<file path="config.mk">
export PLATFORM = sky130hd
export DESIGN_NAME = avcc_config_record_to_annexb
export DESIGN_NICKNAME = d
export VERILOG_FILES = /design/src/hw/rtl/avcab_pkg.sv /design/src/hw/rtl/avcab_front.sv /design/src/hw/rtl/avcab_queue.sv /design/src/hw/rtl/avcab_back.sv /design/src/hw/rtl/avcc_config_record_to_annexb.sv
export SDC_FILE = /design/constraint.sdc
export NUM_CORES = 1
export LEC_CHECK = 0
export BUFFER_PORTS_ARGS = -buffer_cell sky130_fd_sc_hd__clkbuf_2
export CORE_MARGIN = 2
export CORE_UTILIZATION = 60
export CTS_CLUSTER_DIAMETER = 60
export DETAILED_ROUTE_END_ITERATION = 12
export GPL_TIMING_DRIVEN = 0
export PLACE_DENSITY = 0.91
export SETUP_SLACK_MARGIN = 0.5
export SYNTH_ARGS = -nofsm -noshare
export SYNTH_HDL_FRONTEND = slang
export SYNTH_SLANG_ARGS = --single-unit
export TNS_END_PERCENT = 100
</file>
<file path="constraint.sdc">
create_clock -name clk -period 11.05 [get_ports clk]
set_input_delay 1.6575 -clock clk [delete_from_list [all_inputs] [get_ports clk]]
set_output_delay 1.6575 -clock clk [all_outputs]
set_load 0.1 [all_outputs]
</file>
<file path="src/hw/rtl/avcab_pkg.sv">
// ----------------------------------------------------------------------------
// avcab_pkg: shared types and constants for the avcC to Annex B converter
// Parse phases, status codes, the request passed from the parser to the
// emitter and the output item layout.
// ----------------------------------------------------------------------------
package avcab_pkg;

    // parse phases of one configuration record
    typedef enum logic [2:0] {
        PH_SKIP    = 3'd0,
        PH_LSIZE   = 3'd1,
        PH_SPSCNT  = 3'd2,
        PH_SIZE_HI = 3'd3,
        PH_SIZE_LO = 3'd4,
        PH_PAYLOAD = 3'd5,
        PH_PPSCNT  = 3'd6,
        PH_DRAIN   = 3'd7
    } phase_t;

    // summary status codes
    localparam logic [1:0] ST_OK      = 2'd0;
    localparam logic [1:0] ST_OVERRUN = 2'd1;
    localparam logic [1:0] ST_SHORT   = 2'd2;

    // register word index on the config port
    localparam int         APB_ADDR_W         = 3;
    localparam logic       REG_IDX_RECORD_LEN = 1'b0;
    localparam logic       REG_IDX_PAD_BYTES  = 1'b1;

    // reset values of the config registers
    localparam logic [15:0] RECORD_LEN_RST = 16'hffff;
    localparam logic [5:0]  PAD_BYTES_RST  = 6'd32;

    // padding saturates here
    localparam logic [5:0]  MAX_PAD = 6'd32;

    // start code 00 00 00 01
    localparam logic [2:0]  SC_LEN         = 3'd4;
    localparam logic [7:0]  START_CODE_HEAD = 8'h00;
    localparam logic [7:0]  START_CODE_TAIL = 8'h01;

    // skip bytes before the length size byte
    localparam logic [15:0] HDR_LAST_POS = 16'd3;

    // one request: all results that a single record byte causes, in order
    // start code or payload byte, then padding, then summary
    typedef struct packed {
        logic       sc_vld;
        logic       pay_vld;
        logic [7:0] pay_byte;
        logic [5:0] pad_cnt;
        logic       sum_vld;
        logic [1:0] status;
        logic [2:0] lsize;
        logic       sps;
        logic       pps;
    } cmd_t;

    // one output item
    typedef struct packed {
        logic [7:0] data;
        logic       is_summary;
        logic [2:0] lsize;
        logic       sps;
        logic       pps;
        logic [1:0] status;
        logic       last;
    } out_item_t;

endpackage

</file>
<file path="src/hw/rtl/avcab_front.sv">
// ----------------------------------------------------------------------------
// avcab_front: record parser
// Takes one record byte a cycle while the request queue has room, tracks the
// parse phase and turns each byte into one request describing the output items it causes.
// ----------------------------------------------------------------------------
module avcab_front
    import avcab_pkg::*;
(
    input  logic        clk,
    input  logic        rst_n,
    input  logic        in_valid,
    output logic        in_ready,
    input  logic [7:0]  in_byte,
    input  logic [15:0] record_len,
    input  logic [5:0]  pad_bytes,
    input  logic        q_full,
    output logic        push,
    output cmd_t        cmd
);

    phase_t      phase_reg, phase_next;
    logic [15:0] pos_reg, pos_next;
    logic [7:0]  units_reg, units_next;
    logic [15:0] pay_left_reg, pay_left_next;
    logic [7:0]  size_hi_reg, size_hi_next;
    logic [2:0]  lsize_reg, lsize_next;
    logic        in_pps_reg, in_pps_next;
    logic        sps_reg, sps_next;
    logic        pps_reg, pps_next;

    logic        accept;
    logic        end_unit;
    logic        finish;
    logic        overrun;
    logic        rec_end;
    logic [15:0] usize;
    logic [5:0]  pad_sat;

    assign in_ready = !q_full;
    assign accept   = in_valid && in_ready;
    assign usize    = {size_hi_reg, in_byte};
    assign overrun  = ({1'b0, pos_reg} + 17'd1 + {1'b0, usize}) > {1'b0, record_len};
    assign pad_sat  = (pad_bytes > MAX_PAD) ? MAX_PAD : pad_bytes;

    // only requests that produce output go to the queue
    assign push = accept && (cmd.sc_vld || cmd.pay_vld || (cmd.pad_cnt != 6'd0) || cmd.sum_vld);

    // phase decode and request build
    always_comb
    begin
        phase_next    = phase_reg;
        units_next    = units_reg;
        pay_left_next = pay_left_reg;
        size_hi_next  = size_hi_reg;
        lsize_next    = lsize_reg;
        in_pps_next   = in_pps_reg;
        sps_next      = sps_reg;
        pps_next      = pps_reg;
        cmd           = '0;
        end_unit      = 1'b0;
        finish        = 1'b0;

        unique case (phase_reg)
            PH_SKIP:
            begin
                if (pos_reg >= HDR_LAST_POS)
                    phase_next = PH_LSIZE;
            end
            PH_LSIZE:
            begin
                lsize_next = {1'b0, in_byte[1:0]} + 3'd1;
                phase_next = PH_SPSCNT;
            end
            PH_SPSCNT:
            begin
                units_next = {3'b000, in_byte[4:0]};
                if (in_byte[4:0] != 5'd0)
                begin
                    sps_next   = 1'b1;
                    phase_next = PH_SIZE_HI;
                end
                else
                    phase_next = PH_PPSCNT;
            end
            PH_SIZE_HI:
            begin
                size_hi_next = in_byte;
                phase_next   = PH_SIZE_LO;
            end
            PH_SIZE_LO:
            begin
                if (overrun)
                begin
                    cmd.sum_vld = 1'b1;
                    cmd.status  = ST_OVERRUN;
                    phase_next  = PH_DRAIN;
                end
                else
                begin
                    cmd.sc_vld    = 1'b1;
                    pay_left_next = usize;
                    if (usize == 16'd0)
                        end_unit = 1'b1;
                    else
                        phase_next = PH_PAYLOAD;
                end
            end
            PH_PAYLOAD:
            begin
                cmd.pay_vld   = 1'b1;
                cmd.pay_byte  = in_byte;
                pay_left_next = pay_left_reg - 16'd1;
                if (pay_left_next == 16'd0)
                    end_unit = 1'b1;
            end
            PH_PPSCNT:
            begin
                units_next  = in_byte;
                in_pps_next = 1'b1;
                if (in_byte != 8'd0)
                begin
                    pps_next   = 1'b1;
                    phase_next = PH_SIZE_HI;
                end
                else
                    finish = 1'b1;
            end
            PH_DRAIN:
            begin
                phase_next = PH_DRAIN;
            end
            default:
            begin
                phase_next = PH_DRAIN;
            end
        endcase

        // unit done: next unit, pps section or record done
        if (end_unit)
        begin
            units_next = units_reg - 8'd1;
            if (units_next != 8'd0)
                phase_next = PH_SIZE_HI;
            else if (!in_pps_reg)
                phase_next = PH_PPSCNT;
            else
                finish = 1'b1;
        end

        // clean finish: padding when any unit was announced, then summary
        if (finish)
        begin
            cmd.pad_cnt = (sps_next || pps_next) ? pad_sat : 6'd0;
            cmd.sum_vld = 1'b1;
            cmd.status  = ST_OK;
            phase_next  = PH_DRAIN;
        end

        // byte position saturates at its top value
        pos_next = (pos_reg != 16'hffff) ? pos_reg + 16'd1 : pos_reg;
        rec_end  = pos_next >= record_len;

        // record ran out before the parse was done
        if (rec_end && (phase_next != PH_DRAIN))
        begin
            cmd.sum_vld = 1'b1;
            cmd.status  = ST_SHORT;
        end

        cmd.lsize = lsize_next;
        cmd.sps   = sps_next;
        cmd.pps   = pps_next;

        // end of record clears all per-record state
        if (rec_end)
        begin
            phase_next    = PH_SKIP;
            pos_next      = 16'd0;
            units_next    = 8'd0;
            pay_left_next = 16'd0;
            size_hi_next  = 8'd0;
            lsize_next    = 3'd0;
            in_pps_next   = 1'b0;
            sps_next      = 1'b0;
            pps_next      = 1'b0;
        end
    end

    // parse state
    always_ff @(posedge clk or negedge rst_n)
    begin
        if (!rst_n)
        begin
            phase_reg    <= PH_SKIP;
            pos_reg      <= 16'd0;
            units_reg    <= 8'd0;
            pay_left_reg <= 16'd0;
            size_hi_reg  <= 8'd0;
            lsize_reg    <= 3'd0;
            in_pps_reg   <= 1'b0;
            sps_reg      <= 1'b0;
            pps_reg      <= 1'b0;
        end
        else if (accept)
        begin
            phase_reg    <= phase_next;
            pos_reg      <= pos_next;
            units_reg    <= units_next;
            pay_left_reg <= pay_left_next;
            size_hi_reg  <= size_hi_next;
            lsize_reg    <= lsize_next;
            in_pps_reg   <= in_pps_next;
            sps_reg      <= sps_next;
            pps_reg      <= pps_next;
        end
    end

    // a request never carries both a start code and a payload byte
    assert property (@(posedge clk) disable iff (!rst_n)
        push |-> !(cmd.sc_vld && cmd.pay_vld))
        else $error("request with start code and payload byte");

    // padding only ahead of a clean summary
    assert property (@(posedge clk) disable iff (!rst_n)
        (push && (cmd.pad_cnt != 6'd0)) |-> (cmd.sum_vld && (cmd.status == ST_OK)))
        else $error("padding without clean summary");

endmodule

</file>
<file path="src/hw/rtl/avcab_queue.sv">
// ----------------------------------------------------------------------------
// avcab_queue: request queue
// Short first-in first-out buffer of requests between parser and emitter.
// ----------------------------------------------------------------------------
module avcab_queue
    import avcab_pkg::*;
#(
    parameter int DEPTH = 4
)
(
    input  logic clk,
    input  logic rst_n,
    input  logic push,
    input  cmd_t wr_data,
    input  logic pop,
    output cmd_t rd_data,
    output logic full,
    output logic not_empty
);

    localparam int PTR_W = (DEPTH > 1) ? $clog2(DEPTH) : 1;
    localparam int CNT_W = $clog2(DEPTH + 1);

    cmd_t             mem [DEPTH];
    logic [PTR_W-1:0] wr_ptr_reg, wr_ptr_next;
    logic [PTR_W-1:0] rd_ptr_reg, rd_ptr_next;
    logic [CNT_W-1:0] count_reg, count_next;

    assign full      = (count_reg == CNT_W'(DEPTH));
    assign not_empty = (count_reg != '0);
    assign rd_data   = mem[rd_ptr_reg];

    // pointer and fill count update
    always_comb
    begin
        wr_ptr_next = wr_ptr_reg;
        rd_ptr_next = rd_ptr_reg;
        count_next  = count_reg;
        if (push)
            wr_ptr_next = (wr_ptr_reg == PTR_W'(DEPTH - 1)) ? '0 : wr_ptr_reg + 1'b1;
        if (pop)
            rd_ptr_next = (rd_ptr_reg == PTR_W'(DEPTH - 1)) ? '0 : rd_ptr_reg + 1'b1;
        if (push && !pop)
            count_next = count_reg + 1'b1;
        else if (pop && !push)
            count_next = count_reg - 1'b1;
    end

    always_ff @(posedge clk or negedge rst_n)
    begin
        if (!rst_n)
        begin
            wr_ptr_reg <= '0;
            rd_ptr_reg <= '0;
            count_reg  <= '0;
        end
        else
        begin
            wr_ptr_reg <= wr_ptr_next;
            rd_ptr_reg <= rd_ptr_next;
            count_reg  <= count_next;
        end
    end

    // storage
    always_ff @(posedge clk)
    begin
        if (push)
            mem[wr_ptr_reg] <= wr_data;
    end

    // no write into a full queue
    assert property (@(posedge clk) disable iff (!rst_n)
        !(push && full))
        else $error("queue overflow");

    // no read from an empty queue
    assert property (@(posedge clk) disable iff (!rst_n)
        !(pop && !not_empty))
        else $error("queue underflow");

endmodule

</file>
<file path="src/hw/rtl/avcab_back.sv">
// ----------------------------------------------------------------------------
// avcab_back: item emitter
// Expands each request into its output items, one per cycle unless the
// output stalls, into an output register with valid and ready.
// ----------------------------------------------------------------------------
module avcab_back
    import avcab_pkg::*;
(
    input  logic      clk,
    input  logic      rst_n,
    input  cmd_t      cmd,
    input  logic      cmd_vld,
    output logic      pop,
    output logic      out_valid,
    input  logic      out_ready,
    output out_item_t item
);

    cmd_t       cur_reg, cur_next, cur_after;
    logic [2:0] sc_left_reg, sc_left_next, sc_after;
    logic       out_valid_reg, out_valid_next;
    out_item_t  item_reg, item_next;

    logic       busy;
    logic       after_busy;
    logic       advance;

    assign busy = (sc_left_reg != 3'd0) || cur_reg.pay_vld || (cur_reg.pad_cnt != 6'd0)
                  || cur_reg.sum_vld;
    assign advance   = busy && (!out_valid_reg || out_ready);
    assign out_valid = out_valid_reg;
    assign item      = item_reg;

    // pick the next item of the current request
    always_comb
    begin
        item_next = '0;
        cur_after = cur_reg;
        sc_after  = sc_left_reg;
        if (sc_left_reg != 3'd0)
        begin
            item_next.data = (sc_left_reg == 3'd1) ? START_CODE_TAIL : START_CODE_HEAD;
            sc_after       = sc_left_reg - 3'd1;
        end
        else if (cur_reg.pay_vld)
        begin
            item_next.data    = cur_reg.pay_byte;
            cur_after.pay_vld = 1'b0;
        end
        else if (cur_reg.pad_cnt != 6'd0)
        begin
            cur_after.pad_cnt = cur_reg.pad_cnt - 6'd1;
        end
        else if (cur_reg.sum_vld)
        begin
            item_next.is_summary = 1'b1;
            item_next.lsize      = cur_reg.lsize;
            item_next.sps        = cur_reg.sps;
            item_next.pps        = cur_reg.pps;
            item_next.status     = cur_reg.status;
            item_next.last       = 1'b1;
            cur_after.sum_vld    = 1'b0;
        end
        after_busy = (sc_after != 3'd0) || cur_after.pay_vld || (cur_after.pad_cnt != 6'd0)
                     || cur_after.sum_vld;
    end

    // take the next request as the current one runs out
    assign pop = cmd_vld && (!busy || (advance && !after_busy));

    always_comb
    begin
        cur_next     = cur_reg;
        sc_left_next = sc_left_reg;
        if (pop)
        begin
            cur_next     = cmd;
            sc_left_next = cmd.sc_vld ? SC_LEN : 3'd0;
        end
        else if (advance)
        begin
            cur_next     = cur_after;
            sc_left_next = sc_after;
        end
        out_valid_next = advance ? 1'b1 : (out_ready ? 1'b0 : out_valid_reg);
    end

    always_ff @(posedge clk or negedge rst_n)
    begin
        if (!rst_n)
        begin
            cur_reg       <= '0;
            sc_left_reg   <= 3'd0;
            out_valid_reg <= 1'b0;
        end
        else
        begin
            cur_reg       <= cur_next;
            sc_left_reg   <= sc_left_next;
            out_valid_reg <= out_valid_next;
        end
    end

    // output payload register
    always_ff @(posedge clk)
    begin
        if (advance)
            item_reg <= item_next;
    end

    // a stalled output holds the request being expanded
    assert property (@(posedge clk) disable iff (!rst_n)
        (out_valid_reg && !out_ready && busy) |=> ($stable(sc_left_reg) && $stable(cur_reg)))
        else $error("request advanced under output stall");

endmodule

</file>
<file path="src/hw/rtl/avcc_config_record_to_annexb.sv">
// ----------------------------------------------------------------------------
// avcc_config_record_to_annexb: avcC configuration record to Annex B
// Top level: config registers, parser, request queue and emitter.
// ----------------------------------------------------------------------------
// One record byte is taken per cycle while the request queue has room. Each
// byte that causes output items becomes one request; header and count bytes
// that cause none leave no request. The emitter sends one output item per
// cycle unless out_ready stalls it, so a byte that causes N items (start code
// of four bytes, payload byte, up to 32 padding bytes and the summary) keeps
// the emitter busy while the parser runs ahead by up to QUEUE_DEPTH requests.
// With the emitter idle, the first item of a byte is registered in the request
// queue, the emitter's current request and the output register, in that order.
// Registers: record_len at byte address 0, pad_bytes at byte address 4.
module avcc_config_record_to_annexb
    import avcab_pkg::*;
#(
    parameter int QUEUE_DEPTH = 4
)
(
    input  logic                  clk,
    input  logic                  rst_n,
    input  logic                  psel,
    input  logic                  penable,
    input  logic                  pwrite,
    input  logic [APB_ADDR_W-1:0] paddr,
    input  logic [31:0]           pwdata,
    output logic [31:0]           prdata,
    output logic                  pready,
    input  logic                  in_valid,
    output logic                  in_ready,
    input  logic [7:0]            in_byte,
    output logic                  out_valid,
    input  logic                  out_ready,
    output logic [7:0]            out_byte,
    output logic                  is_summary,
    output logic [2:0]            nal_length_size,
    output logic                  sps_present,
    output logic                  pps_present,
    output logic [1:0]            status,
    output logic                  last
);

    logic [15:0] record_len_reg;
    logic [5:0]  pad_bytes_reg;
    logic        cfg_wr;

    cmd_t        q_wr_data;
    cmd_t        q_rd_data;
    logic        q_push;
    logic        q_pop;
    logic        q_full;
    logic        q_not_empty;
    out_item_t   item;

    // config register write and read back
    assign pready = 1'b1;
    assign cfg_wr = psel && penable && pwrite && pready;

    always_ff @(posedge clk or negedge rst_n)
    begin
        if (!rst_n)
        begin
            record_len_reg <= RECORD_LEN_RST;
            pad_bytes_reg  <= PAD_BYTES_RST;
        end
        else if (cfg_wr)
        begin
            unique case (paddr[2])
                REG_IDX_RECORD_LEN: record_len_reg <= pwdata[15:0];
                REG_IDX_PAD_BYTES:  pad_bytes_reg  <= pwdata[5:0];
                default:            record_len_reg <= record_len_reg;
            endcase
        end
    end

    always_comb
    begin
        unique case (paddr[2])
            REG_IDX_RECORD_LEN: prdata = {16'd0, record_len_reg};
            REG_IDX_PAD_BYTES:  prdata = {26'd0, pad_bytes_reg};
            default:            prdata = 32'd0;
        endcase
    end

    // parser
    avcab_front u_front (
        .clk        (clk),
        .rst_n      (rst_n),
        .in_valid   (in_valid),
        .in_ready   (in_ready),
        .in_byte    (in_byte),
        .record_len (record_len_reg),
        .pad_bytes  (pad_bytes_reg),
        .q_full     (q_full),
        .push       (q_push),
        .cmd        (q_wr_data)
    );

    // request queue
    avcab_queue #(
        .DEPTH (QUEUE_DEPTH)
    ) u_queue (
        .clk       (clk),
        .rst_n     (rst_n),
        .push      (q_push),
        .wr_data   (q_wr_data),
        .pop       (q_pop),
        .rd_data   (q_rd_data),
        .full      (q_full),
        .not_empty (q_not_empty)
    );

    // emitter
    avcab_back u_back (
        .clk       (clk),
        .rst_n     (rst_n),
        .cmd       (q_rd_data),
        .cmd_vld   (q_not_empty),
        .pop       (q_pop),
        .out_valid (out_valid),
        .out_ready (out_ready),
        .item      (item)
    );

    assign out_byte        = item.data;
    assign is_summary      = item.is_summary;
    assign nal_length_size = item.lsize;
    assign sps_present     = item.sps;
    assign pps_present     = item.pps;
    assign status          = item.status;
    assign last            = item.last;

endmodule

</file>
* Word level (Yosys, flattened, before mapping)
Memory sizes are Yosys's and may differ from the RTL's.
Cells that the tools add are included.
** Storage, ports and cells
- Register bits after elaboration :: 130
- Latch bits :: 0
- RAM bits :: 96
- Memory bits (read-only) :: 0
- Bits of input ports :: 50
- Logic and storage cells :: 192
- Memories kept :: 1
** Memories
- u_queue.mem :: words 4, width 24, read ports 1, clocked after memory_dff 0, write ports 1, RTL line avcab_queue.sv:24 : cmd_t mem [DEPTH];
** Operators by class
- Add/subtract/negate cells :: 12
- Multipliers :: 0
- Div/mod/pow operators :: 0
- Order comparisons :: 4
- Eq/ne operators :: 14
- Shift operators :: 0
- Muxes and demuxes :: 73
- Bitwise operators :: 2
- Reduce and logical (&&, ||, !) cells :: 55
** Operators by type and width (number)
- $mux 16 :: 4
- $pmux 32 s2 :: 1
- $mux 3 :: 21
- $mux 8 :: 6
- $mux 23 :: 2
- $logic_not 16->1 :: 2
- $pmux 16 s2 :: 1
- $mux 9 :: 3
- $mux 1 :: 25
- $pmux 3 s7 :: 1
- $mux 6 :: 3
- $reduce_bool 6->1 :: 3
- $add 16x1->17 const B :: 1
- $add 17x16->17 :: 1
- $gt 17x16->1 :: 1
- $add 16x1->16 const B :: 1
- $ge 16x16->1 :: 1
- $ge 16x2->1 const B :: 1
- $ne 16x16->1 const B :: 1
- $pmux 8 s2 :: 1
- $reduce_bool 8->1 :: 2
- $sub 16x1->16 const B :: 1
- $eq 3x3->1 const B :: 5
- $mux 7 :: 2
- 26 further kinds :: 70

* Longest topological paths before layout
- Word-level depth :: 18
- Mapped depth :: 22
- Depth with buffers taken out :: 21

* By module
From an unflattened synthesis, not the netlist that was laid out.
** Unflattened totals
- Cell total of the unflattened synthesis :: 1059
- Area total of the unflattened synthesis :: 12374.4 µm²
** Modules (own cells, without submodules)
- avcab_front :: times used 1, cells an instance 643, area each 5186.2 µm², seq. area each 1426.4 µm²
- avcab_queue :: times used 1, cells an instance 163, area each 3925.0 µm², seq. area each 3057.9 µm²
- avcab_back :: times used 1, cells an instance 169, area each 2084.5 µm², seq. area each 1156.1 µm²
- avcc_config_record_to_annexb :: times used 1, cells an instance 84, area each 1178.6 µm², seq. area each 571.8 µm²

* Worst setup path after synthesis
No wires, ideal clock.
- Path type :: input to output
- Start point :: in paddr[2]
- End point :: out prdata[1]
- Arrival time :: 3.947 ns
- Required time :: 9.392 ns
- Setup slack :: 5.445 ns
- Stages :: 2
- Buffers on the path :: 1
- Cell sequence :: clkbuf_1 > o21ai_0
** Between the ends
- Cells in the longest elaborated chain, start to end :: 2
** Ends and longest elaborated chain
- start: declaration :: RTL line avcc_config_record_to_annexb.sv:25 : input logic [APB_ADDR_W-1:0] paddr,
- $not 1->1 (no line)
- $pmux 32 s2 (*) :: RTL line avcc_config_record_to_annexb.sv:78 : unique case (paddr[2])
- end: declaration :: RTL line avcc_config_record_to_annexb.sv:27 : output logic [31:0] prdata,
Mark *: on every way between the ends. The rest lies on a longest branch, timed or not. The select of a mux whose other input is x is not followed.

==> reports/metrics.cfg <==
[synth]
synth_area_leaders = edfxtp_1, dfrtp_1, ha_1
yosys_warnings = 0
ys_types = 86
synth_edf_count = 112
synth_area_sq_mm = 0.0125
synth-main-ff-cell = edfxtp_1
synth.most_common_cell = edfxtp_1
yosysSeqAreaShare = 0.497
avgSynthCellArea_sq_um = 11.1
postSynthCellCount = 1123
yosys.area.top_type_share = 0.269
ys_async_sr_fraction = 0.502
synth_common_cells = edfxtp_1, nand2_1, dfrtp_1, nor2_1, ha_1
yosys.area.top_type = edfxtp_1
ys_ff_latch = 225

[clock_tree]
cts_root_buf = clkbuf_16
hold_buffers = 0
cts_htree_levels = 1
cts.sinks = 225
clkLatencyLatePin_ns = 0.54
cts_made_buffers = 25
post_cts_resized = 0
cts_tree = yes
clk_pin_slew_ns = 0.06
postCtsSetupRepairBufs = 0
clock_path_buffers = 3

[power]
leakage_nw = 5.91
power_mw = 3.38
p_per_area_mw_per_mm2 = 240
vdd_drop_max_mv = 0.219

[route]
firstDrtPassIters = 5
drt-wirelength-per-cell_um = 20.5
vias = 9690
drt_iter0_markers = 977
antenna_left = 0
routed_via_density = 6.37
route.detailed.drc = 0
wl_um = 31200

[floorplan]
initial_core_util = 0.614
die-area_sq_mm = 0.0220
coreArea_sq_mm = 0.0204
fp-row-count = 52
die_h_um = 148
num_io_pins = 102
die_w_um = 148

[sta]
hold_viol = 0
tightestPinTransition_ns = 1.21
slew_viol_final = 0
finalClockSkew_ns = 0.0135
setup_violations = 0
rsz0062_at_grt = no
setup_tns_ns = 0
post-route-min-period_ns = 6.52
max_freq_mhz = 153
fin_ws_ns = 4.53
slew-limit-headroom = 0.195
fin_crit_sh = 0.590
timing.hold.ws_ns = 0.483

[cells_and_area]
largest_register_ffs = 96
areaGrowthSynthToFinish_pct = 12.6
regMostFlops = u_queue.mem
instances_no_fill = 1521
finish.instance_area_sq_mm = 0.0141
drive_gt1_frac = 0.181
utilization = 0.691
n_fill_cell = 1410
final_nets = 1349

[placement]
place_area_sq_mm = 0.0133
portBuffers = 66
gp_congestion = 0.968
dp_hpwl_um = 21900
dp_worst_setup_slack_ns = 4.21
dp_cells = 1475

[setup_path]
critPathRequiredTime_ns = 11.38
slowest_delay_ns = 0.45
start_kind = input pin
crit_slowest_cell = or3_1
worst_setup_path_end_kind = flop
path_cells = clkbuf_2, inv_1, ha_1, inv_1, fa_1, a211oi_2, o211ai_1, a31oi_1, nor2_1, o21a_1, o21ai_0, xnor2_1, ha_1, and4_1, a31oi_1, nor3b_1, or3_1, o21ai_1, nand3b_1, nor2_1
worstPathMaxFanout = 6
path_buf_inv = 3
cp_data_arrival_time_ns = 6.85
crit_type = input pin to flop
path_delay_family = compound AO/OA/AOI/OAI gates

[run]
maxCapViolCount = 0

[global_routing]
grt_pass1_wl_um = 49100
track_usage = 0.283
grt_max_degree = 82
gr-total-overflow = 0
grt_antenna_before_repair = 0
first_global_vias = 9269

[worst_hold_path]
hp-class = flop to flop

[status]
status = finished, final reports clean

[report_power, final]
group          internal [mW]  switching [mW]  total (mW)
clock                  0.482           0.340       0.822
combinational          0.466           0.834        1.30
sequential              1.10           0.159        1.26
[per-layer routing]
metal  track usage  part of all wire  vias up
met3        0.0457             0.091       98
li1              -                 -     4386
met2         0.487              0.49      555
met4         0.106             0.039        0
met1         0.364              0.38     4651
met5             0                 0        -
[layout by cell type (no fill, tap or decap), types with 22 or more instances in the layout]
| cell type | count |
|---|---|
| edfxtp_1 | 112 |
| nand2_1 | 100 |
| dfrtp_1 | 96 |
| nor2_1 | 82 |
| ha_1 | 65 |
| clkbuf_2 | 65 |
| inv_1 | 55 |
| o21ai_0 | 53 |
| a21oi_1 | 48 |
| clkbuf_1 | 36 |
| nor3_1 | 32 |
| mux2_2 | 29 |
| and3_1 | 27 |
| xnor2_1 | 26 |
| clkbuf_16 | 25 |
| mux4_2 | 24 |
| a22o_1 | 22 |
[layout make-up]
type | count | area [sq um] | area share
Inverter | 56 | 210 | 0.0149
Timing Repair Buffer | 67 | 367 | 0.0260
Multi-Input combinational cell | 798 | 5820 | 0.414
Antenna cell | 1 | 2.50 | 0.000178
Sequential cell | 225 | 6210 | 0.441
Buffer | 59 | 308 | 0.0219
Tap cell | 270 | 338 | 0.0240
Clock buffer | 33 | 676 | 0.0480
Clock inverter | 12 | 138 | 0.00978
[cells by family (layout without fill, tap and decap cells)]
logic type,Yosys count,in the layout,share of synthesized area
buf+inv,115,227,0.0415
xor+xnor,34,34,0.0238
fa+ha+maj,67,67,0.0683
compound gates,245,245,0.136
mux,72,72,0.0864
other cells,2,18,0.000601
simple gates,363,363,0.146
flops,225,225,0.497
[path summary, 6_finish.rpt]
path,from,end,slack (ns),cells after the start
worst min register to register,u_back.cur_after[16],u_back.cur_after[16],0.48,1
max in group asynchronous,rst_n,u_front.pay_left_reg[10],9.32,2
worst max-delay path,in_byte[0],u_queue.mem[1][9],4.53,20
min in group asynchronous,rst_n,u_back.cur_reg[10],1.01,1
worst max register to register,u_front.pos_reg[0],u_queue.mem[0][3],5.31,16
worst min-delay path,u_back.cur_after[16],u_back.cur_after[16],0.48,1
No activity file was read; power rests on OpenSTA's default activity.
